## src/rtl/ir_pulse_capture_playback_assert.svh

```systemverilog
// Assertion macros shared by the IR pulse capture and playback RTL.
// Uses the clk and rst signals of the including module; no other dependencies.
`ifndef IR_PULSE_CAPTURE_PLAYBACK_ASSERT_SVH
`define IR_PULSE_CAPTURE_PLAYBACK_ASSERT_SVH

`ifndef NO_ASSERTIONS
// cond must hold at every clock edge out of reset
`define IRPCP_ASSERT_ALWAYS(label, cond, msg) \
  label: assert property (@(posedge clk) disable iff (rst) (cond)) else $error(msg);
// post must hold in the cycle after pre
`define IRPCP_ASSERT_NEXT(label, pre, post, msg) \
  label: assert property (@(posedge clk) disable iff (rst) (pre) |=> (post)) else $error(msg);
`else
`define IRPCP_ASSERT_ALWAYS(label, cond, msg)
`define IRPCP_ASSERT_NEXT(label, pre, post, msg)
`endif

`endif

```

## src/rtl/ir_pcp_pkg.sv

```systemverilog
// Types, codes and constants of the IR pulse capture and playback block.
// No dependencies; imported by every module of the block.
package ir_pcp_pkg;

  localparam int COUNT_BITS_DEF = 16;
  localparam int VALUE_W        = 16;
  localparam int PRESCALE_W     = 8;
  localparam int CFG_INDEX_W    = 4;
  localparam int CFG_DATA_W     = 8;

  localparam logic [VALUE_W-1:0] END_WORD = 16'hFFFF;
  localparam logic [16:0]        END_RUN  = 17'd20;
  localparam logic [2:0]         PRESCALE_RESET = 3'b111;

  typedef enum logic [CFG_INDEX_W-1:0] {
    REG_PRESCALE_SEL  = 4'd0,
    REG_TRANSMIT_MODE = 4'd1
  } reg_index_t;

  typedef enum logic {
    KIND_RX = 1'b0,
    KIND_TX = 1'b1
  } kind_t;

  typedef enum logic [1:0] {
    ST_OK       = 2'd0,
    ST_UNDERRUN = 2'd1,
    ST_BUSY     = 2'd2
  } status_t;

  typedef struct packed {
    kind_t              kind;
    logic [VALUE_W-1:0] value;
    logic               last;
    logic               carrier_on;
    status_t            status;
  } result_t;

  // Start value of an up-counting timer that expires after the word's run
  // length; the caller keeps the low COUNT_BITS bits.
  function automatic logic [32:0] run_start(input logic [VALUE_W-1:0] word);
    logic [16:0] run;
    if (word == END_WORD) begin
      run = END_RUN;
    end else if (word == '0) begin
      run = 17'h10000;
    end else begin
      run = {1'b0, word};
    end
    return 33'd0 - 33'(run);
  endfunction

endpackage

```

## src/rtl/ir_pulse_capture_playback.sv

```systemverilog
// Top level of the IR pulse capture and playback block.
// Depends on ir_pcp_pkg, ir_pcp_core and ir_pcp_skid.
//
// Usage:
//   s_* carries one item per transaction: s_tuser is op (0 base tick with pin
//   sample, 1 transmit duration word), s_tdata holds ir_level and duration.
//   m_* carries zero or one result per item: m_tuser is kind (0 received
//   sample, 1 transmit event), m_tlast marks a receive terminator or a
//   finished playback, m_tdata holds value, carrier_on and status.
//   cfg_* writes register cfg_index (0 prescale_sel, 1 transmit_mode) with
//   cfg_data; cfg_ready is always high and write it only while idle.
// Timing:
//   One item per cycle sustained. A result is registered in the output
//   stage, or in the skid stage while that stalls; the timer step and the
//   reload are one pass of logic between state and output registers.
//   s_tready drops while a configuration write is offered and while the
//   skid stage holds a result behind a stalled m_tready; it returns in the
//   cycle after the receiver takes a result.
// Reset:
//   rst (synchronous) stops the timer and carrier, empties the output
//   stages and sets prescale_sel to 7 and receive mode.
module ir_pulse_capture_playback
  import ir_pcp_pkg::*;
#(
  parameter int COUNT_BITS = COUNT_BITS_DEF
) (
  input  logic                   clk,
  input  logic                   rst,
  input  logic                   s_tvalid,
  output logic                   s_tready,
  input  logic [23:0]            s_tdata,   // [0] ir_level, [16:1] duration, [23:17] zero
  input  logic                   s_tuser,   // [0] op
  output logic                   m_tvalid,
  input  logic                   m_tready,
  output logic [23:0]            m_tdata,   // [15:0] value, [16] carrier_on, [18:17] status
  output logic                   m_tlast,
  output logic                   m_tuser,   // [0] kind
  input  logic                   cfg_valid,
  output logic                   cfg_ready,
  input  logic [CFG_INDEX_W-1:0] cfg_index,
  input  logic [CFG_DATA_W-1:0]  cfg_data
);

  logic    skid_ready;
  logic    item_valid;
  logic    res_valid;
  result_t res;
  result_t out_res;

  assign cfg_ready  = 1'b1;
  assign s_tready   = skid_ready && !cfg_valid;
  assign item_valid = s_tvalid && s_tready;

  ir_pcp_core #(
    .COUNT_BITS(COUNT_BITS)
  ) u_core (
    .clk       (clk),
    .rst       (rst),
    .cfg_write (cfg_valid && cfg_ready),
    .cfg_index (cfg_index),
    .cfg_data  (cfg_data),
    .item_valid(item_valid),
    .op        (s_tuser),
    .ir_level  (s_tdata[0]),
    .duration  (s_tdata[16:1]),
    .res_valid (res_valid),
    .res       (res)
  );

  ir_pcp_skid u_skid (
    .clk      (clk),
    .rst      (rst),
    .in_valid (res_valid),
    .in_res   (res),
    .in_ready (skid_ready),
    .out_valid(m_tvalid),
    .out_res  (out_res),
    .out_ready(m_tready)
  );

  assign m_tdata = {5'd0, out_res.status, out_res.carrier_on, out_res.value};
  assign m_tlast = out_res.last;
  assign m_tuser = out_res.kind;

endmodule

```

## src/rtl/ir_pcp_core.sv

```systemverilog
// Timer, receive edge capture and transmit carrier sequencer of the IR block.
// Depends on ir_pcp_pkg and the assertion macro header.
`include "ir_pulse_capture_playback_assert.svh"

module ir_pcp_core
  import ir_pcp_pkg::*;
#(
  parameter int COUNT_BITS = COUNT_BITS_DEF
) (
  input  logic                   clk,
  input  logic                   rst,
  input  logic                   cfg_write,
  input  logic [CFG_INDEX_W-1:0] cfg_index,
  input  logic [CFG_DATA_W-1:0]  cfg_data,
  input  logic                   item_valid,
  input  logic                   op,
  input  logic                   ir_level,
  input  logic [VALUE_W-1:0]     duration,
  output logic                   res_valid,
  output result_t                res
);

  logic [2:0]            prescale_sel, prescale_sel_next;
  logic                  tmode, tmode_next;
  logic                  prev_level, prev_level_next;
  logic                  running, running_next;
  logic [PRESCALE_W-1:0] pcount, pcount_next;
  logic [COUNT_BITS-1:0] tick, tick_next;
  logic                  carrier, carrier_next;
  logic [VALUE_W-1:0]    held_word;
  logic                  held_load;
  logic                  held_full, held_full_next;
  logic                  end_seen, end_seen_next;

  logic [PRESCALE_W:0]   pinc;
  logic [PRESCALE_W:0]   pdiv;
  logic                  pwrap;
  logic [COUNT_BITS-1:0] tick_inc;
  logic                  expire;
  logic [32:0]           tick_ext;
  logic [VALUE_W-1:0]    tick_sat;
  logic [32:0]           start_word;
  logic [32:0]           start_held;
  logic                  changed;

  // prescaler and timer advance, capture value, reload start values, level change
  always_comb begin
    pinc     = {1'b0, pcount} + 1'b1;
    pdiv     = (PRESCALE_W+1)'(1) << ({1'b0, prescale_sel} + 4'd1);
    pwrap    = pinc >= pdiv;
    tick_inc = tick + 1'b1;
    expire   = pwrap && (tick_inc == '0);
    tick_ext = 33'(tick);
    tick_sat = (tick_ext > 33'h0FFFF) ? END_WORD : tick_ext[VALUE_W-1:0];
    start_word = run_start(duration);
    start_held = run_start(held_word);
    changed  = ir_level != prev_level;
  end

  always_comb begin
    prescale_sel_next = prescale_sel;
    tmode_next        = tmode;
    prev_level_next   = prev_level;
    running_next      = running;
    pcount_next       = pcount;
    tick_next         = tick;
    carrier_next      = carrier;
    held_full_next    = held_full;
    end_seen_next     = end_seen;
    held_load         = 1'b0;
    res_valid         = 1'b0;
    res               = '{kind: KIND_RX, value: '0, last: 1'b0, carrier_on: 1'b0,
                          status: ST_OK};

    if (cfg_write) begin
      case (cfg_index)
        REG_PRESCALE_SEL: begin
          prescale_sel_next = cfg_data[2:0];
        end
        REG_TRANSMIT_MODE: begin
          tmode_next = cfg_data[0];
          // mode change drops everything in flight
          if (cfg_data[0] != tmode) begin
            running_next   = 1'b0;
            pcount_next    = '0;
            tick_next      = '0;
            carrier_next   = 1'b0;
            held_full_next = 1'b0;
            end_seen_next  = 1'b0;
          end
        end
        default: begin
        end
      endcase
    end else if (item_valid && op) begin
      if (!tmode) begin
        // duration word ignored while capturing
      end else if (!running) begin
        running_next   = 1'b1;
        carrier_next   = 1'b1;
        held_full_next = 1'b0;
        end_seen_next  = duration == END_WORD;
        tick_next      = start_word[COUNT_BITS-1:0];
        pcount_next    = '0;
        res_valid      = 1'b1;
        res            = '{kind: KIND_TX, value: duration, last: 1'b0, carrier_on: 1'b1,
                           status: ST_OK};
      end else if (held_full) begin
        res_valid = 1'b1;
        res       = '{kind: KIND_TX, value: duration, last: 1'b0, carrier_on: carrier,
                      status: ST_BUSY};
      end else begin
        held_load      = 1'b1;
        held_full_next = 1'b1;
        end_seen_next  = end_seen || (duration == END_WORD);
        res_valid      = 1'b1;
        res            = '{kind: KIND_TX, value: duration, last: 1'b0, carrier_on: carrier,
                           status: ST_OK};
      end
    end else if (item_valid) begin
      prev_level_next = ir_level;
      if (!tmode) begin
        if (!running) begin
          // only a falling edge arms the timer
          if (changed && !ir_level) begin
            running_next = 1'b1;
            tick_next    = '0;
            pcount_next  = '0;
          end
        end else if (changed) begin
          tick_next   = '0;
          pcount_next = '0;
          res_valid   = 1'b1;
          res         = '{kind: KIND_RX, value: tick_sat, last: 1'b0, carrier_on: 1'b0,
                          status: ST_OK};
        end else begin
          pcount_next = pwrap ? '0 : pinc[PRESCALE_W-1:0];
          tick_next   = pwrap ? tick_inc : tick;
          if (expire) begin
            running_next = 1'b0;
            res_valid    = 1'b1;
            res          = '{kind: KIND_RX, value: END_WORD, last: 1'b1, carrier_on: 1'b0,
                             status: ST_OK};
          end
        end
      end else if (running) begin
        pcount_next = pwrap ? '0 : pinc[PRESCALE_W-1:0];
        tick_next   = pwrap ? tick_inc : tick;
        if (expire) begin
          if (!held_full) begin
            running_next = 1'b0;
            carrier_next = 1'b0;
            res_valid    = 1'b1;
            res          = '{kind: KIND_TX, value: '0, last: end_seen, carrier_on: 1'b0,
                             status: end_seen ? ST_OK : ST_UNDERRUN};
          end else begin
            // reload from the holding register and flip the carrier
            carrier_next   = ~carrier;
            held_full_next = 1'b0;
            tick_next      = start_held[COUNT_BITS-1:0];
            pcount_next    = '0;
            res_valid      = 1'b1;
            res            = '{kind: KIND_TX, value: held_word, last: 1'b0,
                               carrier_on: ~carrier, status: ST_OK};
          end
        end
      end
    end
  end

  always_ff @(posedge clk) begin
    if (rst) begin
      prescale_sel <= PRESCALE_RESET;
      tmode        <= 1'b0;
      prev_level   <= 1'b1;
      running      <= 1'b0;
      pcount       <= '0;
      tick         <= '0;
      carrier      <= 1'b0;
      held_full    <= 1'b0;
      end_seen     <= 1'b0;
    end else begin
      prescale_sel <= prescale_sel_next;
      tmode        <= tmode_next;
      prev_level   <= prev_level_next;
      running      <= running_next;
      pcount       <= pcount_next;
      tick         <= tick_next;
      carrier      <= carrier_next;
      held_full    <= held_full_next;
      end_seen     <= end_seen_next;
    end
  end

  always_ff @(posedge clk) begin
    if (held_load) begin
      held_word <= duration;
    end
  end

  `IRPCP_ASSERT_ALWAYS(a_held_needs_timer, !held_full || running,
                       "holding register full while timer stopped")
  `IRPCP_ASSERT_ALWAYS(a_carrier_in_tx, !carrier || (running && tmode),
                       "carrier on outside a running playback")
  `IRPCP_ASSERT_NEXT(a_stop_clears_carrier,
                     res_valid && res.kind == KIND_TX && (res.last || res.status == ST_UNDERRUN),
                     !carrier && !running, "carrier stop left timer running")

endmodule

```

## src/rtl/ir_pcp_skid.sv

```systemverilog
// Output register with a one-entry skid stage for the IR block result stream.
// Depends on ir_pcp_pkg and the assertion macro header.
`include "ir_pulse_capture_playback_assert.svh"

module ir_pcp_skid
  import ir_pcp_pkg::*;
(
  input  logic    clk,
  input  logic    rst,
  input  logic    in_valid,
  input  result_t in_res,
  output logic    in_ready,
  output logic    out_valid,
  output result_t out_res,
  input  logic    out_ready
);

  logic    skid_valid;
  result_t skid_res;
  logic    out_fire;

  assign in_ready = !skid_valid;
  assign out_fire = out_valid && out_ready;

  always_ff @(posedge clk) begin
    if (rst) begin
      out_valid  <= 1'b0;
      skid_valid <= 1'b0;
    end else if (skid_valid) begin
      if (out_fire) begin
        out_res    <= skid_res;
        skid_valid <= 1'b0;
      end
    end else if (in_valid) begin
      if (!out_valid || out_fire) begin
        out_res   <= in_res;
        out_valid <= 1'b1;
      end else begin
        // hold the new result while the output stalls
        skid_res   <= in_res;
        skid_valid <= 1'b1;
      end
    end else if (out_fire) begin
      out_valid <= 1'b0;
    end
  end

  `IRPCP_ASSERT_ALWAYS(a_skid_behind_out, !skid_valid || out_valid,
                       "skid entry without an output entry")
  `IRPCP_ASSERT_NEXT(a_stall_fills_skid, in_valid && in_ready && out_valid && !out_ready,
                     skid_valid, "stalled result not held in skid stage")
  `IRPCP_ASSERT_NEXT(a_skid_drains, skid_valid && out_ready, !skid_valid && out_valid,
                     "skid stage did not drain into output")

endmodule

```

## config.mk

```make
export PLATFORM = sky130hd
export DESIGN_NAME = ir_pulse_capture_playback
export DESIGN_NICKNAME = d
export VERILOG_FILES = /design/src/rtl/ir_pcp_pkg.sv /design/src/rtl/ir_pulse_capture_playback.sv /design/src/rtl/ir_pcp_core.sv /design/src/rtl/ir_pcp_skid.sv
export VERILOG_INCLUDE_DIRS = /design/src /design/src/rtl
export SDC_FILE = /design/constraint.sdc
export NUM_CORES = 1
export LEC_CHECK = 0
export BUFFER_PORTS_ARGS = -buffer_cell sky130_fd_sc_hd__buf_2
export CAP_MARGIN = 0
export CORE_MARGIN = 2
export CORE_UTILIZATION = 54
export DETAILED_ROUTE_END_ITERATION = 16
export GPL_TIMING_DRIVEN = 0
export PLACE_DENSITY = 0.77
export REMOVE_ABC_BUFFERS = 1
export SYNTH_ARGS = -nofsm -noshare
export SYNTH_HDL_FRONTEND = slang
export SYNTH_SLANG_ARGS = --single-unit
```

## constraint.sdc

```tcl
create_clock -name clk -period 6.05 [get_ports clk]
set_input_delay 1.21 -clock clk [delete_from_list [all_inputs] [get_ports clk]]
set_output_delay 1.21 -clock clk [all_outputs]
set_load 0.02 [all_outputs]
```

==> impl_metrics.yaml <==
status:
  status: "complete, no violations"
cts:
  clk_pin_slew_worst_paths_ps: 60
  cts_tree: "yes"
  clk_path_buf_depth: 2
  cts_buffers: 9
  cts_hold_buf: 0
  cts.htree.levels: 3
  clock_sinks: 93
  clk_latency_ps: 360
  cts_resized: 0
  root_buffer: "clkbuf_16"
  postCtsSetupRepairBufs: 0
synthesis:
  synth_common_cells: "83 x nand2_1, 70 x nor2_1, 58 x edfxtp_1"
  synth_edf_count: 58
  ys_seq_area_share_pct: 38.8
  yosysWarnings: 0
  synth.area.top_cells: "edfxtp_1 28%, dfxtp_1 11%, nand2_1 4.9%"
  ys_ff_latch: 93
  synth_top_area_share_pct: 27.7
  ys_types: 73
  async_flop_share_pct: 0
  synth.most_common_cell: "nand2_1"
  netlist_area_mm2: 0.00630
  netlist_instances: 721
  synth_flop_cell: "edfxtp_1"
  syn_avg_cell_area_um2: 8.73
  yosysTopAreaCell: "edfxtp_1"
placed_design:
  gp_congestion: 0.969
  hpwl_mm: 12.2
  portBuffers: 52
power:
  p_int_mw: 1.03
  ir_drop_v: 0.000174
  power.switching_mw: 0.327
  p_seq_share_pct: 49.8
  switching_share_pct: 24.1
  combPwrFrac_pct: 8.6
  power_density_mw_per_mm2: 197
  clockPowerShare_pct: 41.6
  leakage_nw: 2.44
timing:
  drv_slew: 0
  hold_viol: 0
  worst_clock_skew_ps: 11.9
  grt_setup_unrepaired: "false"
  worst_pin_slew_ps: 1230
  setup_viol: 0
  maxSlewHeadroom_pct: 17.3
  setup_tns_ps: 0
  min_period_over_period_pct: 85.2
  max_freq_mhz: 194
  period_minus_slack_ps: 5160
critical_path:
  arrival_ps: 5210
  cpLargestDelayFamily: "simple AND/OR/NAND/NOR gates"
  crit_path_top_delay_cell: "nor4b_2"
  critPathMaxStageDelay_ps: 820
  cp_num_buf_inv: 2
  cpMostUsedCell: "and3_1"
  start_kind: "flop"
  cp_max_fo: 9
  cp-end-kind: "flop"
  crit_required_ps: 6100
  worstSetupPathType: "reg2reg"
  crit_chain: "ha_1 > and3_1 > and3_1 > and3_1 > ha_1 > and4_1 > nand2_1 > or3_1 > a211o_4 > o32ai_1 > a31oi_1 > nor4b_2 > buf_4 > buf_4"
global_routing:
  grt_max_degree: 37
  grt_overflow_total: 0
  antenna_found_initial: 0
  grt_usage_pct: 28.3
  grt_pass1_wl_mm: 28.7
  grt_pass1_vias: 5693
layout:
  diodes: 0
  synthToLayoutAreaGrowth_pct: 9.24
  utilization_pct: 60.2
  fin_nets: 788
  drive_above_1_share_pct: 14.3
floorplan:
  core_area_mm2: 0.0114
  fp.dieW_um: 112
  rows: 39
  io_pins: 71
  start_util_pct: 55.1
  die_area_mm2: 0.0125
  fp.dieH_um: 112
routing:
  drtIter0Drc: 504
  wl_per_cell_um: 19.6
  routed_wl_mm: 17.2
  vias_per_cell: 6.64
  via_count: 5834
  ant_nets: 0
  firstDrtPassIters: 5
  drc: 0
hold_path:
  min_path_type: "reg2reg"
flow_run:
  max-cap-violations: 0
==> area by class of cell <==
class | count | area, um2
sequential | 93 | 2440
tap | 143 | 179
inverter | 9 | 33.8
timing repair buffer | 60 | 363
clock buffer | 12 | 236
multi-input combinational | 558 | 3570
fill | 997 | 4540
clock inverter | 4 | 51.3
==> placed cells by master (no fill, tap or decap), types with 18 or more instances in the layout <==
cell | synthesis | routed
a21oi_1 | 38 | 38
edfxtp_1 | 58 | 58
nand2_1 | 83 | 83
o21ai_0 | 46 | 46
nor3_1 | 20 | 20
nand3_1 | 18 | 18
nor2_1 | 70 | 67
o211ai_1 | 19 | 19
buf_2 | 8 | 52
dfxtp_1 | 35 | 34
==> routing by layer <==
metal  GRT usage, %  vias up  wire [um]
met3           4.63       44       1390
met5              0        -          0
met1           38.2     2742       7270
met2           45.0      318       8020
met4           12.7        0        538
li1               -     2730          -
==> worst register-to-register path, stage by stage (launching register included) <==
cell and delay, ps:
dfxtp_1 340, ha_1 260, and3_1 240, and3_1 230, and3_1 190, ha_1 310
and4_1 230, nand2_1 80, or3_1 540, a211o_4 450, o32ai_1 380, a31oi_1 260
nor4b_2 820, buf_4 320, buf_4 210
==> sequential cells by signal, indices dropped and copies added (netlist names), 3 cells and up <==
register / count
u_core.tick: 16
u_core.pcount: 8
u_core.prescale_sel: 3
u_skid.out_res: 21
u_skid.skid_res: 21
u_core.held_word: 16
==> path summary, 6_finish.rpt <==
check | startpoint | to | slack [ps] | depth (start not counted)
setup / recovery | u_core.pcount[0] | u_skid.skid_res[6] | 890 | 14
hold / removal | u_core.pcount[4] | u_core.pcount[4] | 520 | 2
setup reg to reg | u_core.pcount[0] | u_skid.skid_res[6] | 890 | 14
hold reg to reg | u_core.pcount[4] | u_core.pcount[4] | 520 | 2
==> logic make-up (layout without fill, tap and decap cells) <==
| family | after synthesis | in the layout | share of synthesized area (%) |
|---|---|---|---|
| AOI/OAI and AO/OA | 198 | 198 | 22.0 |
| xor gates and xnor gates | 32 | 32 | 4.57 |
| adders and majority gates | 15 | 15 | 2.98 |
| buffers and inverters | 75 | 85 | 5.62 |
| DFF | 93 | 93 | 38.8 |
| muxes | 7 | 7 | 1.19 |
| other | 2 | 7 | 0.119 |
| and+or+nand+nor | 299 | 299 | 24.7 |
==> power groups by stage <==
| stage | Sequential [mW] | Clock, mW | Combinational [mW] |
|---|---|---|---|
| detailed placement | 0.689 | 0 | 0.114 |
| CTS | 0.675 | 0.569 | 0.114 |
| global route | 0.675 | 0.591 | 0.128 |
| global placement | 0.689 | 0 | 0.106 |
| finish | 0.675 | 0.563 | 0.116 |
| floorplan | 0.688 | 0 | 0.0642 |
==> through the flow <==
step                instance area, um2  hold slack (ps)  instances  power, mW  setup slack [ps]
floorplan                         5990              479        660      0.752               180
global placement                  6430              501        855      0.795             -1990
detailed placement                6590              509        863      0.803               695
CTS                               6880              517        879       1.36               845
global route                      6880              554        879       1.40               521
finish                            6880              518        879       1.36               893
No activity file was read; power rests on OpenSTA's default activity.
